**src/hw/rtl/encoder_frame_multiturn_tracker_defines.svh**
```systemverilog
// ----------------------------------------------------------------------------
// Assertion macros for the encoder frame multi-turn tracker
// Shared clocking and reset gating for concurrent checks.
// ----------------------------------------------------------------------------
`ifndef ENCODER_FRAME_MULTITURN_TRACKER_DEFINES_SVH
`define ENCODER_FRAME_MULTITURN_TRACKER_DEFINES_SVH

// Check on clk, gated off while rst_n is low.
`define EFTRK_ASSERT(lbl, prop, msg) \
  lbl: assert property (@(posedge clk) disable iff (!rst_n) prop) else $error(msg);

// Check on clk that also holds during reset.
`define EFTRK_ASSERT_ALWAYS(lbl, prop, msg) \
  lbl: assert property (@(posedge clk) prop) else $error(msg);

`endif

```
**src/hw/rtl/eftrk_pkg.sv**
```systemverilog
// ----------------------------------------------------------------------------
// eftrk_pkg
// Types and constants shared by the encoder frame tracker modules.
// ----------------------------------------------------------------------------
`timescale 1ns / 1ps

package eftrk_pkg;

  localparam int ANGLE_W = 21;
  localparam int POS_W   = 32;
  localparam int ERR_W   = 16;
  localparam int DIFF_W  = ANGLE_W + 1;

  // item command codes
  localparam logic CMD_FRAME   = 1'b0;
  localparam logic CMD_SET_POS = 1'b1;

  // frame formats
  localparam logic MODE_PARITY18 = 1'b0;
  localparam logic MODE_CRC21    = 1'b1;

  // half a turn in counts, per format
  localparam logic signed [DIFF_W-1:0] HALF_TURN_MODE0 = 22'sd131072;
  localparam logic signed [DIFF_W-1:0] HALF_TURN_MODE1 = 22'sd1048576;

  localparam logic [ERR_W-1:0] ERR_MAX = 16'hFFFF;

  // CRC-8 (x^8+x^2+x+1, init 0) is linear in the 24 message bits:
  // entry j is x^(j+8) mod P, bit 23 being the first bit sent.
  localparam logic [7:0] CRC_COL [24] = '{
    8'h07, 8'h0E, 8'h1C, 8'h38, 8'h70, 8'hE0, 8'hC7, 8'h89,
    8'h15, 8'h2A, 8'h54, 8'hA8, 8'h57, 8'hAE, 8'h5B, 8'hB6,
    8'h6B, 8'hD6, 8'hAB, 8'h51, 8'hA2, 8'h43, 8'h86, 8'h0B
  };

  typedef struct packed {
    logic                    cmd;
    logic                    mode;
    logic                    ok;
    logic [ANGLE_W-1:0]      angle;
    logic                    no_magnet;
    logic                    over_speed;
    logic signed [POS_W-1:0] new_position;
  } item_t;

  function automatic logic [7:0] crc8_24(input logic [23:0] msg);
    logic [7:0] crc;
    crc = 8'h00;
    for (int j = 0; j < 24; j++) begin
      if (msg[j]) begin
        crc = crc ^ CRC_COL[j];
      end
    end
    return crc;
  endfunction

endpackage

```
**src/hw/rtl/eftrk_front.sv**
```systemverilog
// ----------------------------------------------------------------------------
// eftrk_front
// Holds the frame format and decodes each accepted item into a queue entry.
// ----------------------------------------------------------------------------
`timescale 1ns / 1ps

module eftrk_front (
  input  logic                           clk,
  input  logic                           rst_n,
  input  logic                           cfg_we,
  input  logic                           cfg_wdata,
  input  logic                           in_cmd,
  input  logic [7:0]                     in_frame_byte0,
  input  logic [7:0]                     in_frame_byte1,
  input  logic [7:0]                     in_frame_byte2,
  input  logic [7:0]                     in_frame_byte3,
  input  logic signed [eftrk_pkg::POS_W-1:0] in_new_position,
  output eftrk_pkg::item_t               item
);

  logic       mode_r;
  logic       par_ok;
  logic       crc_ok;
  logic [7:0] crc;

  always_ff @(posedge clk) begin
    if (!rst_n) begin
      mode_r <= eftrk_pkg::MODE_PARITY18;
    end else if (cfg_we) begin
      mode_r <= cfg_wdata;
    end
  end

  always_comb begin
    // even parity over the 16-bit word and over byte2[7:2]
    par_ok = !(^{in_frame_byte0, in_frame_byte1}) && !(^in_frame_byte2[7:2]);
    crc    = eftrk_pkg::crc8_24({in_frame_byte0, in_frame_byte1, in_frame_byte2});
    crc_ok = (crc == in_frame_byte3);

    item.cmd          = in_cmd;
    item.mode         = mode_r;
    item.new_position = in_new_position;
    if (mode_r == eftrk_pkg::MODE_CRC21) begin
      item.angle      = {in_frame_byte0, in_frame_byte1, in_frame_byte2[7:3]};
      item.no_magnet  = in_frame_byte2[1];
      item.over_speed = in_frame_byte2[0];
      item.ok         = crc_ok;
    end else begin
      item.angle      = {3'b000, in_frame_byte0, in_frame_byte1[7:2], in_frame_byte2[7:4]};
      item.no_magnet  = in_frame_byte1[1];
      item.over_speed = in_frame_byte2[3];
      item.ok         = par_ok;
    end
    // a set-position item never reports a good check
    if (in_cmd == eftrk_pkg::CMD_SET_POS) begin
      item.ok = 1'b0;
    end
  end

endmodule

```
**src/hw/rtl/eftrk_queue.sv**
```systemverilog
// ----------------------------------------------------------------------------
// eftrk_queue
// Small register queue of decoded items between front and back.
// ----------------------------------------------------------------------------
`timescale 1ns / 1ps

`include "encoder_frame_multiturn_tracker_defines.svh"

module eftrk_queue #(
  parameter int DEPTH = 4
) (
  input  logic             clk,
  input  logic             rst_n,
  input  logic             wr_en,
  input  eftrk_pkg::item_t wr_item,
  output logic             q_full,
  input  logic             rd_en,
  output eftrk_pkg::item_t rd_item,
  output logic             q_empty
);

  localparam int PTR_W = (DEPTH > 1) ? $clog2(DEPTH) : 1;
  localparam int CNT_W = $clog2(DEPTH + 1);
  localparam logic [PTR_W-1:0] LAST_PTR = PTR_W'(DEPTH - 1);
  localparam logic [CNT_W-1:0] DEPTH_CNT = CNT_W'(DEPTH);

  eftrk_pkg::item_t mem_r [DEPTH];
  logic [PTR_W-1:0] wr_ptr_r;
  logic [PTR_W-1:0] rd_ptr_r;
  logic [CNT_W-1:0] cnt_r;
  logic             do_wr;
  logic             do_rd;

  assign q_full  = (cnt_r == DEPTH_CNT);
  assign q_empty = (cnt_r == '0);
  assign do_wr   = wr_en && !q_full;
  assign do_rd   = rd_en && !q_empty;
  assign rd_item = mem_r[rd_ptr_r];

  always_ff @(posedge clk) begin
    if (!rst_n) begin
      wr_ptr_r <= '0;
      rd_ptr_r <= '0;
      cnt_r    <= '0;
    end else begin
      if (do_wr) begin
        wr_ptr_r <= (wr_ptr_r == LAST_PTR) ? '0 : wr_ptr_r + 1'b1;
      end
      if (do_rd) begin
        rd_ptr_r <= (rd_ptr_r == LAST_PTR) ? '0 : rd_ptr_r + 1'b1;
      end
      if (do_wr && !do_rd) begin
        cnt_r <= cnt_r + 1'b1;
      end else if (do_rd && !do_wr) begin
        cnt_r <= cnt_r - 1'b1;
      end
    end
  end

  always_ff @(posedge clk) begin
    if (do_wr) begin
      mem_r[wr_ptr_r] <= wr_item;
    end
  end

  `EFTRK_ASSERT(a_q_no_overfill, cnt_r <= DEPTH_CNT, "queue count above depth")
  `EFTRK_ASSERT(a_q_count_up, do_wr && !do_rd |=> cnt_r == $past(cnt_r) + 1'b1, "queue count did not rise on a lone write")

endmodule

```
**src/hw/rtl/eftrk_back.sv**
```systemverilog
// ----------------------------------------------------------------------------
// eftrk_back
// Applies decoded items to the turn/position state and holds the result.
// ----------------------------------------------------------------------------
`timescale 1ns / 1ps

`include "encoder_frame_multiturn_tracker_defines.svh"

module eftrk_back (
  input  logic                                   clk,
  input  logic                                   rst_n,
  input  logic                                   cfg_we,
  input  eftrk_pkg::item_t                       q_item,
  input  logic                                   q_empty,
  output logic                                   q_pop,
  output logic                                   empty,
  input  logic                                   pop,
  output logic signed [eftrk_pkg::POS_W-1:0]     out_position,
  output logic [eftrk_pkg::ANGLE_W-1:0]          out_angle,
  output logic                                   out_frame_ok,
  output logic                                   out_no_magnet,
  output logic                                   out_over_speed,
  output logic [eftrk_pkg::ERR_W-1:0]            out_error_count
);

  localparam int PW = eftrk_pkg::POS_W;
  localparam int AW = eftrk_pkg::ANGLE_W;
  localparam int EW = eftrk_pkg::ERR_W;
  localparam int DW = eftrk_pkg::DIFF_W;

  // tracking state
  logic [PW-1:0] turn_r,   turn_nxt;
  logic [AW-1:0] last_r,   last_nxt;
  logic [AW-1:0] cur_r,    cur_nxt;
  logic [PW-1:0] abs_r,    abs_nxt;
  logic [PW-1:0] off_r,    off_nxt;
  logic [EW-1:0] err_r,    err_nxt;
  logic          nomag_r,  nomag_nxt;
  logic          ovs_r,    ovs_nxt;

  // result register
  logic          out_valid_r;
  logic [PW-1:0] out_abs_r;
  logic [PW-1:0] out_off_r;
  logic [AW-1:0] out_angle_r;
  logic          out_ok_r;
  logic          out_nomag_r;
  logic          out_ovs_r;
  logic [EW-1:0] out_err_r;

  logic                 take;
  logic                 good;
  logic signed [DW-1:0] diff;
  logic signed [DW-1:0] half;
  logic [PW-1:0]        turn_sh;

  assign take  = !q_empty && (!out_valid_r || pop);
  assign q_pop = take;
  assign good  = (q_item.cmd == eftrk_pkg::CMD_FRAME) && q_item.ok;

  always_comb begin
    turn_nxt  = turn_r;
    last_nxt  = last_r;
    cur_nxt   = cur_r;
    abs_nxt   = abs_r;
    off_nxt   = off_r;
    err_nxt   = err_r;
    nomag_nxt = nomag_r;
    ovs_nxt   = ovs_r;

    diff = $signed({1'b0, q_item.angle}) - $signed({1'b0, last_r});
    half = (q_item.mode == eftrk_pkg::MODE_CRC21) ? eftrk_pkg::HALF_TURN_MODE1
                                                  : eftrk_pkg::HALF_TURN_MODE0;
    turn_sh = '0;

    if (q_item.cmd == eftrk_pkg::CMD_SET_POS) begin
      off_nxt = abs_r - PW'(q_item.new_position);
    end else begin
      cur_nxt   = q_item.angle;
      nomag_nxt = q_item.no_magnet;
      ovs_nxt   = q_item.over_speed;
      if (good) begin
        // a jump of more than half a turn is a wrap through zero
        if (diff > half) begin
          turn_nxt = turn_r - 1'b1;
        end else if (diff < -half) begin
          turn_nxt = turn_r + 1'b1;
        end
        turn_sh = (q_item.mode == eftrk_pkg::MODE_CRC21) ? {turn_nxt[PW-22:0], 21'd0}
                                                         : {turn_nxt[PW-19:0], 18'd0};
        last_nxt = q_item.angle;
        abs_nxt  = turn_sh + PW'(q_item.angle);
      end else if (err_r != eftrk_pkg::ERR_MAX) begin
        err_nxt = err_r + 1'b1;
      end
    end
  end

  always_ff @(posedge clk) begin
    if (!rst_n) begin
      turn_r      <= '0;
      last_r      <= '0;
      cur_r       <= '0;
      abs_r       <= '0;
      off_r       <= '0;
      err_r       <= '0;
      nomag_r     <= 1'b0;
      ovs_r       <= 1'b0;
      out_valid_r <= 1'b0;
    end else if (cfg_we) begin
      // format change restarts tracking; the offset survives
      turn_r  <= '0;
      last_r  <= '0;
      cur_r   <= '0;
      abs_r   <= '0;
      err_r   <= '0;
      nomag_r <= 1'b0;
      ovs_r   <= 1'b0;
    end else begin
      if (take) begin
        turn_r  <= turn_nxt;
        last_r  <= last_nxt;
        cur_r   <= cur_nxt;
        abs_r   <= abs_nxt;
        off_r   <= off_nxt;
        err_r   <= err_nxt;
        nomag_r <= nomag_nxt;
        ovs_r   <= ovs_nxt;
      end
      if (take) begin
        out_valid_r <= 1'b1;
      end else if (pop) begin
        out_valid_r <= 1'b0;
      end
    end
  end

  always_ff @(posedge clk) begin
    if (take && !cfg_we) begin
      out_abs_r   <= abs_nxt;
      out_off_r   <= off_nxt;
      out_angle_r <= cur_nxt;
      out_ok_r    <= good;
      out_nomag_r <= nomag_nxt;
      out_ovs_r   <= ovs_nxt;
      out_err_r   <= err_nxt;
    end
  end

  assign empty           = !out_valid_r;
  assign out_position    = $signed(out_abs_r - out_off_r);
  assign out_angle       = out_angle_r;
  assign out_frame_ok    = out_ok_r;
  assign out_no_magnet   = out_nomag_r;
  assign out_over_speed  = out_ovs_r;
  assign out_error_count = out_err_r;

  `EFTRK_ASSERT(a_bad_frame_keeps_turns, take && !good && !cfg_we |=> $stable(turn_r) && $stable(abs_r), "bad frame or set-position changed the turn state")
  `EFTRK_ASSERT(a_err_monotonic, !cfg_we |=> err_r >= $past(err_r), "error count went down without a format write")
  `EFTRK_ASSERT(a_result_held, out_valid_r && !pop && !cfg_we |=> out_valid_r && $stable(out_abs_r), "waiting result dropped or changed")

endmodule

```
**src/hw/rtl/encoder_frame_multiturn_tracker.sv**
```systemverilog
// ----------------------------------------------------------------------------
// encoder_frame_multiturn_tracker
// Decodes angle-sensor frames and tracks a multi-turn position with offset.
// ----------------------------------------------------------------------------
//  channel  | handshake            | payload
//  ---------+----------------------+------------------------------------------
//  input    | push / full          | in_cmd, in_frame_byte0..3, in_new_position
//  result   | empty / pop          | out_position, out_angle, out_frame_ok,
//           |                      | out_no_magnet, out_over_speed,
//           |                      | out_error_count
//  config   | cfg_we               | cfg_wdata (sensor mode)
//
//  One item per cycle sustained while the result side keeps popping; an
//  item is decoded into the queue at its transfer edge, then taken by the
//  tracking stage into the result register once that register is free or popped.
//  The tracking stage updates turns and position for each item it takes.
//  Synchronous active-low reset; no clearing pass.
//  A stalled result side fills the queue (QUEUE_DEPTH entries) plus the
//  result register before full rises.
// ----------------------------------------------------------------------------
`timescale 1ns / 1ps

module encoder_frame_multiturn_tracker #(
  parameter int QUEUE_DEPTH = 4
) (
  input  logic                               clk,
  input  logic                               rst_n,
  input  logic                               cfg_we,
  input  logic                               cfg_wdata,
  input  logic                               push,
  output logic                               full,
  input  logic                               in_cmd,
  input  logic [7:0]                         in_frame_byte0,
  input  logic [7:0]                         in_frame_byte1,
  input  logic [7:0]                         in_frame_byte2,
  input  logic [7:0]                         in_frame_byte3,
  input  logic signed [eftrk_pkg::POS_W-1:0] in_new_position,
  output logic                               empty,
  input  logic                               pop,
  output logic signed [eftrk_pkg::POS_W-1:0] out_position,
  output logic [eftrk_pkg::ANGLE_W-1:0]      out_angle,
  output logic                               out_frame_ok,
  output logic                               out_no_magnet,
  output logic                               out_over_speed,
  output logic [eftrk_pkg::ERR_W-1:0]        out_error_count
);

  eftrk_pkg::item_t dec_item;
  eftrk_pkg::item_t q_item;
  logic             q_empty;
  logic             q_pop;

  eftrk_front u_front (
    .clk             (clk),
    .rst_n           (rst_n),
    .cfg_we          (cfg_we),
    .cfg_wdata       (cfg_wdata),
    .in_cmd          (in_cmd),
    .in_frame_byte0  (in_frame_byte0),
    .in_frame_byte1  (in_frame_byte1),
    .in_frame_byte2  (in_frame_byte2),
    .in_frame_byte3  (in_frame_byte3),
    .in_new_position (in_new_position),
    .item            (dec_item)
  );

  eftrk_queue #(
    .DEPTH (QUEUE_DEPTH)
  ) u_queue (
    .clk     (clk),
    .rst_n   (rst_n),
    .wr_en   (push),
    .wr_item (dec_item),
    .q_full  (full),
    .rd_en   (q_pop),
    .rd_item (q_item),
    .q_empty (q_empty)
  );

  eftrk_back u_back (
    .clk             (clk),
    .rst_n           (rst_n),
    .cfg_we          (cfg_we),
    .q_item          (q_item),
    .q_empty         (q_empty),
    .q_pop           (q_pop),
    .empty           (empty),
    .pop             (pop),
    .out_position    (out_position),
    .out_angle       (out_angle),
    .out_frame_ok    (out_frame_ok),
    .out_no_magnet   (out_no_magnet),
    .out_over_speed  (out_over_speed),
    .out_error_count (out_error_count)
  );

endmodule

```
**config.mk**
```make
export PLATFORM = sky130hd
export DESIGN_NAME = encoder_frame_multiturn_tracker
export DESIGN_NICKNAME = d
export VERILOG_FILES = /design/src/hw/rtl/eftrk_pkg.sv /design/src/hw/rtl/eftrk_front.sv /design/src/hw/rtl/eftrk_queue.sv /design/src/hw/rtl/eftrk_back.sv /design/src/hw/rtl/encoder_frame_multiturn_tracker.sv
export VERILOG_INCLUDE_DIRS = /design/src /design/src/hw/rtl
export SDC_FILE = /design/constraint.sdc
export NUM_CORES = 1
export LEC_CHECK = 0
export BUFFER_PORTS_ARGS = -buffer_cell sky130_fd_sc_hd__buf_2
export CAP_MARGIN = 5
export CORE_ASPECT_RATIO = 1.2
export CORE_MARGIN = 1.5
export CORE_UTILIZATION = 35
export DETAILED_ROUTE_END_ITERATION = 10
export GPL_ROUTABILITY_DRIVEN = 0
export PLACE_DENSITY_LB_ADDON = 0.25
export SLEW_MARGIN = 20
export SYNTH_ARGS = -nofsm -noshare
export SYNTH_HDL_FRONTEND = slang
export SYNTH_SLANG_ARGS = --single-unit
```
**constraint.sdc**
```tcl
create_clock -name clk -period 10.61 [get_ports clk]
set_input_delay 3.183 -clock clk [delete_from_list [all_inputs] [get_ports clk]]
set_output_delay 3.183 -clock clk [all_outputs]
set_load 0.02 [all_outputs]
```
==> reports/metrics.yaml <==
critPathMaxStageDelay_ns: 0.69
seq_cells_post_synth: 485
regArea_sq_um: 13080
synth_top_family_by_area: "simple AND/OR/NAND/NOR gates"
cts.htree.levels: 2
synth_area_in_adders: 0.05478
die-area_sq_um: 72090
final_min_period_over_clock_period: 0.7963
cts.sink_count: 485
post_cts_buffers: 0
synthesis.area_per_instance_sq_um: 11.30
cts.reportedPaths.clkPinSlew_ns: 0.06
regToRegEndpoint: "u_back.out_abs_r[25]"
hold_path_depth: 2
floorplan_row_count: 106
detailedPlace.worstSlack_ns: 2.114
routed_wl_um: 62570
async_flop_share: 0
crit_required_ns: 10.93
global_route_wire_length_before_repair_um: 96810
worst_slack_ns: 2.161
start_util: 0.3536
post_cts_hold_buffer_count: 0
initial_antenna_violation_count: 1
static-leakage-power_nw: 10.16
core_area_sq_um: 69760
critPathMostFrequentCell: "sky130_fd_sc_hd__a21oi_1"
avgRoutedWirePerCell_um: 19.12
worstRegToRegCells: 29
worstHoldEndpoint: "u_back.last_r[2]"
firstDrtPassIters: 5
finalClockSkew_ns: 0.01573
drc: 0
via_per_inst: 5.172
tightestPinTransition_ns: 1.075
setup.worst_path.start_class: "register"
share_of_cell_area_taken_by_muxes_after_synthesis: 0.09059
cp_max_fo: 35
synth_fp_nets: 2359
synth-compound-area-share: 0.1092
filler_cell_count: 6733
yosys_most_used_dff: "sky130_fd_sc_hd__edfxtp_1"
count_of_flip_flops_with_a_built_in_enable_after_synthesis: 336
final_layout_size_suffix_gt1_frac: 0.1756
simple_gate_area_share_of_the_yosys_netlist: 0.1261
grt_max_degree: 77
area.growth.synth_to_final_pct: 13.19
clockRootBuffer: "sky130_fd_sc_hd__clkbuf_16"
drt_iter0_drcs: 902
placement.io_buffers: 144
yosysTopAreaCellShare: 0.4090
nature_of_the_critical_path_endpoint: "register"
yosysWarningCount: 0
top_level_ports: 145
peakVddDrop_mv: 0.2111
outcome: "complete, no violations"
clk_latency_ns: 0.59
final_period_minus_worst_setup_slack_ns: 8.449
hpwl_um: 43300
postSynthCellCount: 2183
setup_repair_after_global_routing_missed_its_margin: "no"
timing.setup.critical_path_class: "reg2reg"
synthTopCellsByArea: "sky130_fd_sc_hd__edfxtp_1 (41%), sky130_fd_sc_hd__dfxtp_1 (12%), sky130_fd_sc_hd__mux4_2 (5.2%), sky130_fd_sc_hd__ha_1 (5.1%), sky130_fd_sc_hd__xnor2_1 (4.3%)"
grt_overflow: 0
tritoncts: "yes"
cp_max_delay_cell: "sky130_fd_sc_hd__buf_4"
post-layout-total-power_mw: 9.522
synth_cell_type_count: 87
setup-tns-final_ns: 0
slew_headroom: 0.2834
first_global_vias: 17010
cts_resized: 0
slew_limit_fails: 0
number_of_hold_violations_in_the_final_report: 0
synth.cell_area_sq_um: 24670
report.final.setup_viol: 0
drt.antenna.violating_nets: 0
synth_largest_area_cell: "sky130_fd_sc_hd__edfxtp_1"
cts_inserted_buffers: 48
die_h_um: 293.8
achievable-frequency_mhz: 118.4
finalNetCount: 2489
yosysSeqAreaShare: 0.5300
die_w_um: 245.3
cap_violations: 0
synth_xor_area_frac: 0.05645
family_of_cells_with_the_greatest_summed_delay_on_the_critical_path: "compound AO/OA/AOI/OAI gates"
clk_path_buf_depth: 3
power-per-cell-area_nw_per_um2: 341.0
path_buf_inv: 1
holdCritPathClass: "reg2reg"
routed-via-count: 16920
gr-usage-all-layers: 0.1728
multi_input_comb_area_sq_um: 10810
regToRegSetupSlack_ns: 2.16
worst_hold_startpoint: "u_back.last_r[2]"
worst_ep_arrival_time_ns: 8.77
-- per-layer routing --
| layer | vias up | part of all wire | GRT usage |
|---|---|---|---|
| met2 | 340 | 0.52 | 0.3176 |
| li1 | 8164 | - | - |
| met5 | - | 0 | 0 |
| met1 | 8331 | 0.42 | 0.2079 |
| met3 | 89 | 0.031 | 0.01961 |
| met4 | 0 | 0.030 | 0.05776 |
-- synthesized netlist by cell type (45+ instances only) --
cell,count
sky130_fd_sc_hd__mux4_2,57
sky130_fd_sc_hd__nand2_1,258
sky130_fd_sc_hd__nor3_1,55
sky130_fd_sc_hd__mux2_2,72
sky130_fd_sc_hd__dfxtp_1,149
sky130_fd_sc_hd__o21ai_0,66
sky130_fd_sc_hd__edfxtp_1,336
sky130_fd_sc_hd__clkbuf_1,63
sky130_fd_sc_hd__inv_1,131
sky130_fd_sc_hd__a21oi_1,133
sky130_fd_sc_hd__xnor2_1,120
sky130_fd_sc_hd__nor2_1,156
sky130_fd_sc_hd__ha_1,100
sky130_fd_sc_hd__nand3_1,45
-- kinds of logic (layout without fill, tap and decap cells) --
family / count (synthesis) / in the layout
flops: 485 / 485
other cells: 0 / 2
buf+inv: 215 / 384
simple gates: 670 / 670
xor+xnor: 159 / 159
fa+ha+maj: 105 / 105
mux: 143 / 143
compound gates: 406 / 406
-- flip-flops by register name (all words and copies together) (netlist names), named ones only --
name / cells
u_queue.rd_ptr_r: 2
u_back.ovs_r: 1
u_back.out_angle: 21
u_back.nomag_r: 1
u_back.turn_r: 14
u_back.abs_r: 32
u_back.out_abs_r: 32
u_queue.cnt_r: 3
u_back.out_error_count: 16
u_back.last_r: 21
u_back.out_frame_ok: 1
u_back.out_no_magnet: 1
u_queue.mem_r: 232
u_back.out_off_r: 32
u_queue.wr_ptr_r: 2
u_back.out_over_speed: 1
u_front.mode_r: 1
u_back.err_r: 16
u_back.out_valid_r: 1
u_back.off_r: 32
u_back.cur_r: 21
-- final cells by class --
type / count / share of cell area
multi-input combinational: 1483 / 0.3873
tap: 918 / 0.04114
timing repair buffer: 162 / 0.03065
inverter: 133 / 0.01797
clock inverter: 29 / 0.008649
sequential: 485 / 0.4684
clock buffer: 60 / 0.04575
antenna: 2 / 0.0001792
-- worst register-to-register path, delay by kind of cell (launching register included) --
family	cells	cell delay [ns]
adders and majority gates	3	0.99
muxes	1	0.66
buffers and inverters	1	0.70
AOI/OAI and AO/OA	19	3.79
DFF	1	0.65
xor gates and xnor gates	1	0.10
and+or+nand+nor	4	1.31
-- cells in the final DEF (no fill, tap or decap), drive strengths merged, types with 21 or more instances in the layout --
cell / count
edfxtp: 336
nand2: 258
buf: 162
nor2: 157
dfxtp: 149
inv: 135
a21oi: 133
xnor2: 120
ha: 100
o21ai: 77
mux2: 72
clkbuf: 60
nor3: 59
mux4: 57
nand3: 45
xor2: 39
a21boi: 37
nor2b: 24
and2: 24
o21a: 22
clkinv: 21
-- stage by stage --
step                      utilization  hold WS, ns  cell area, sq um  std cells
after floorplan                     -       0.4363             24670       2183
after global placement         0.3784       0.4449             26400       3181
after detailed placement       0.3784       0.4466             26400       3181
after CTS                      0.4002       0.4548             27920       3270
after global routing           0.4002       0.4741             27920       3271
final                          0.4002       0.4552             27920       3272
-- worst max path at each step --
stage                     slack, ns  cells past startpoint              endpoint  startpoint
after detailed placement       2.11                     29  u_back.out_abs_r[25]    register
after global routing           1.38                     29  u_back.out_abs_r[25]    register
after floorplan                2.68                     34  u_back.out_abs_r[25]    register
final                          2.16                     29  u_back.out_abs_r[25]    register
after global placement         2.26                     29  u_back.out_abs_r[25]    register
after CTS                      2.09                     29  u_back.out_abs_r[25]    register
-- power breakdown --
part / internal (mW) / total (mW) / switching, mW
Clock: 0.933 / 1.67 / 0.739
Sequential: 2.46 / 2.64 / 0.177
Combinational: 1.94 / 5.21 / 3.28
(Power assumes the default switching activity.)
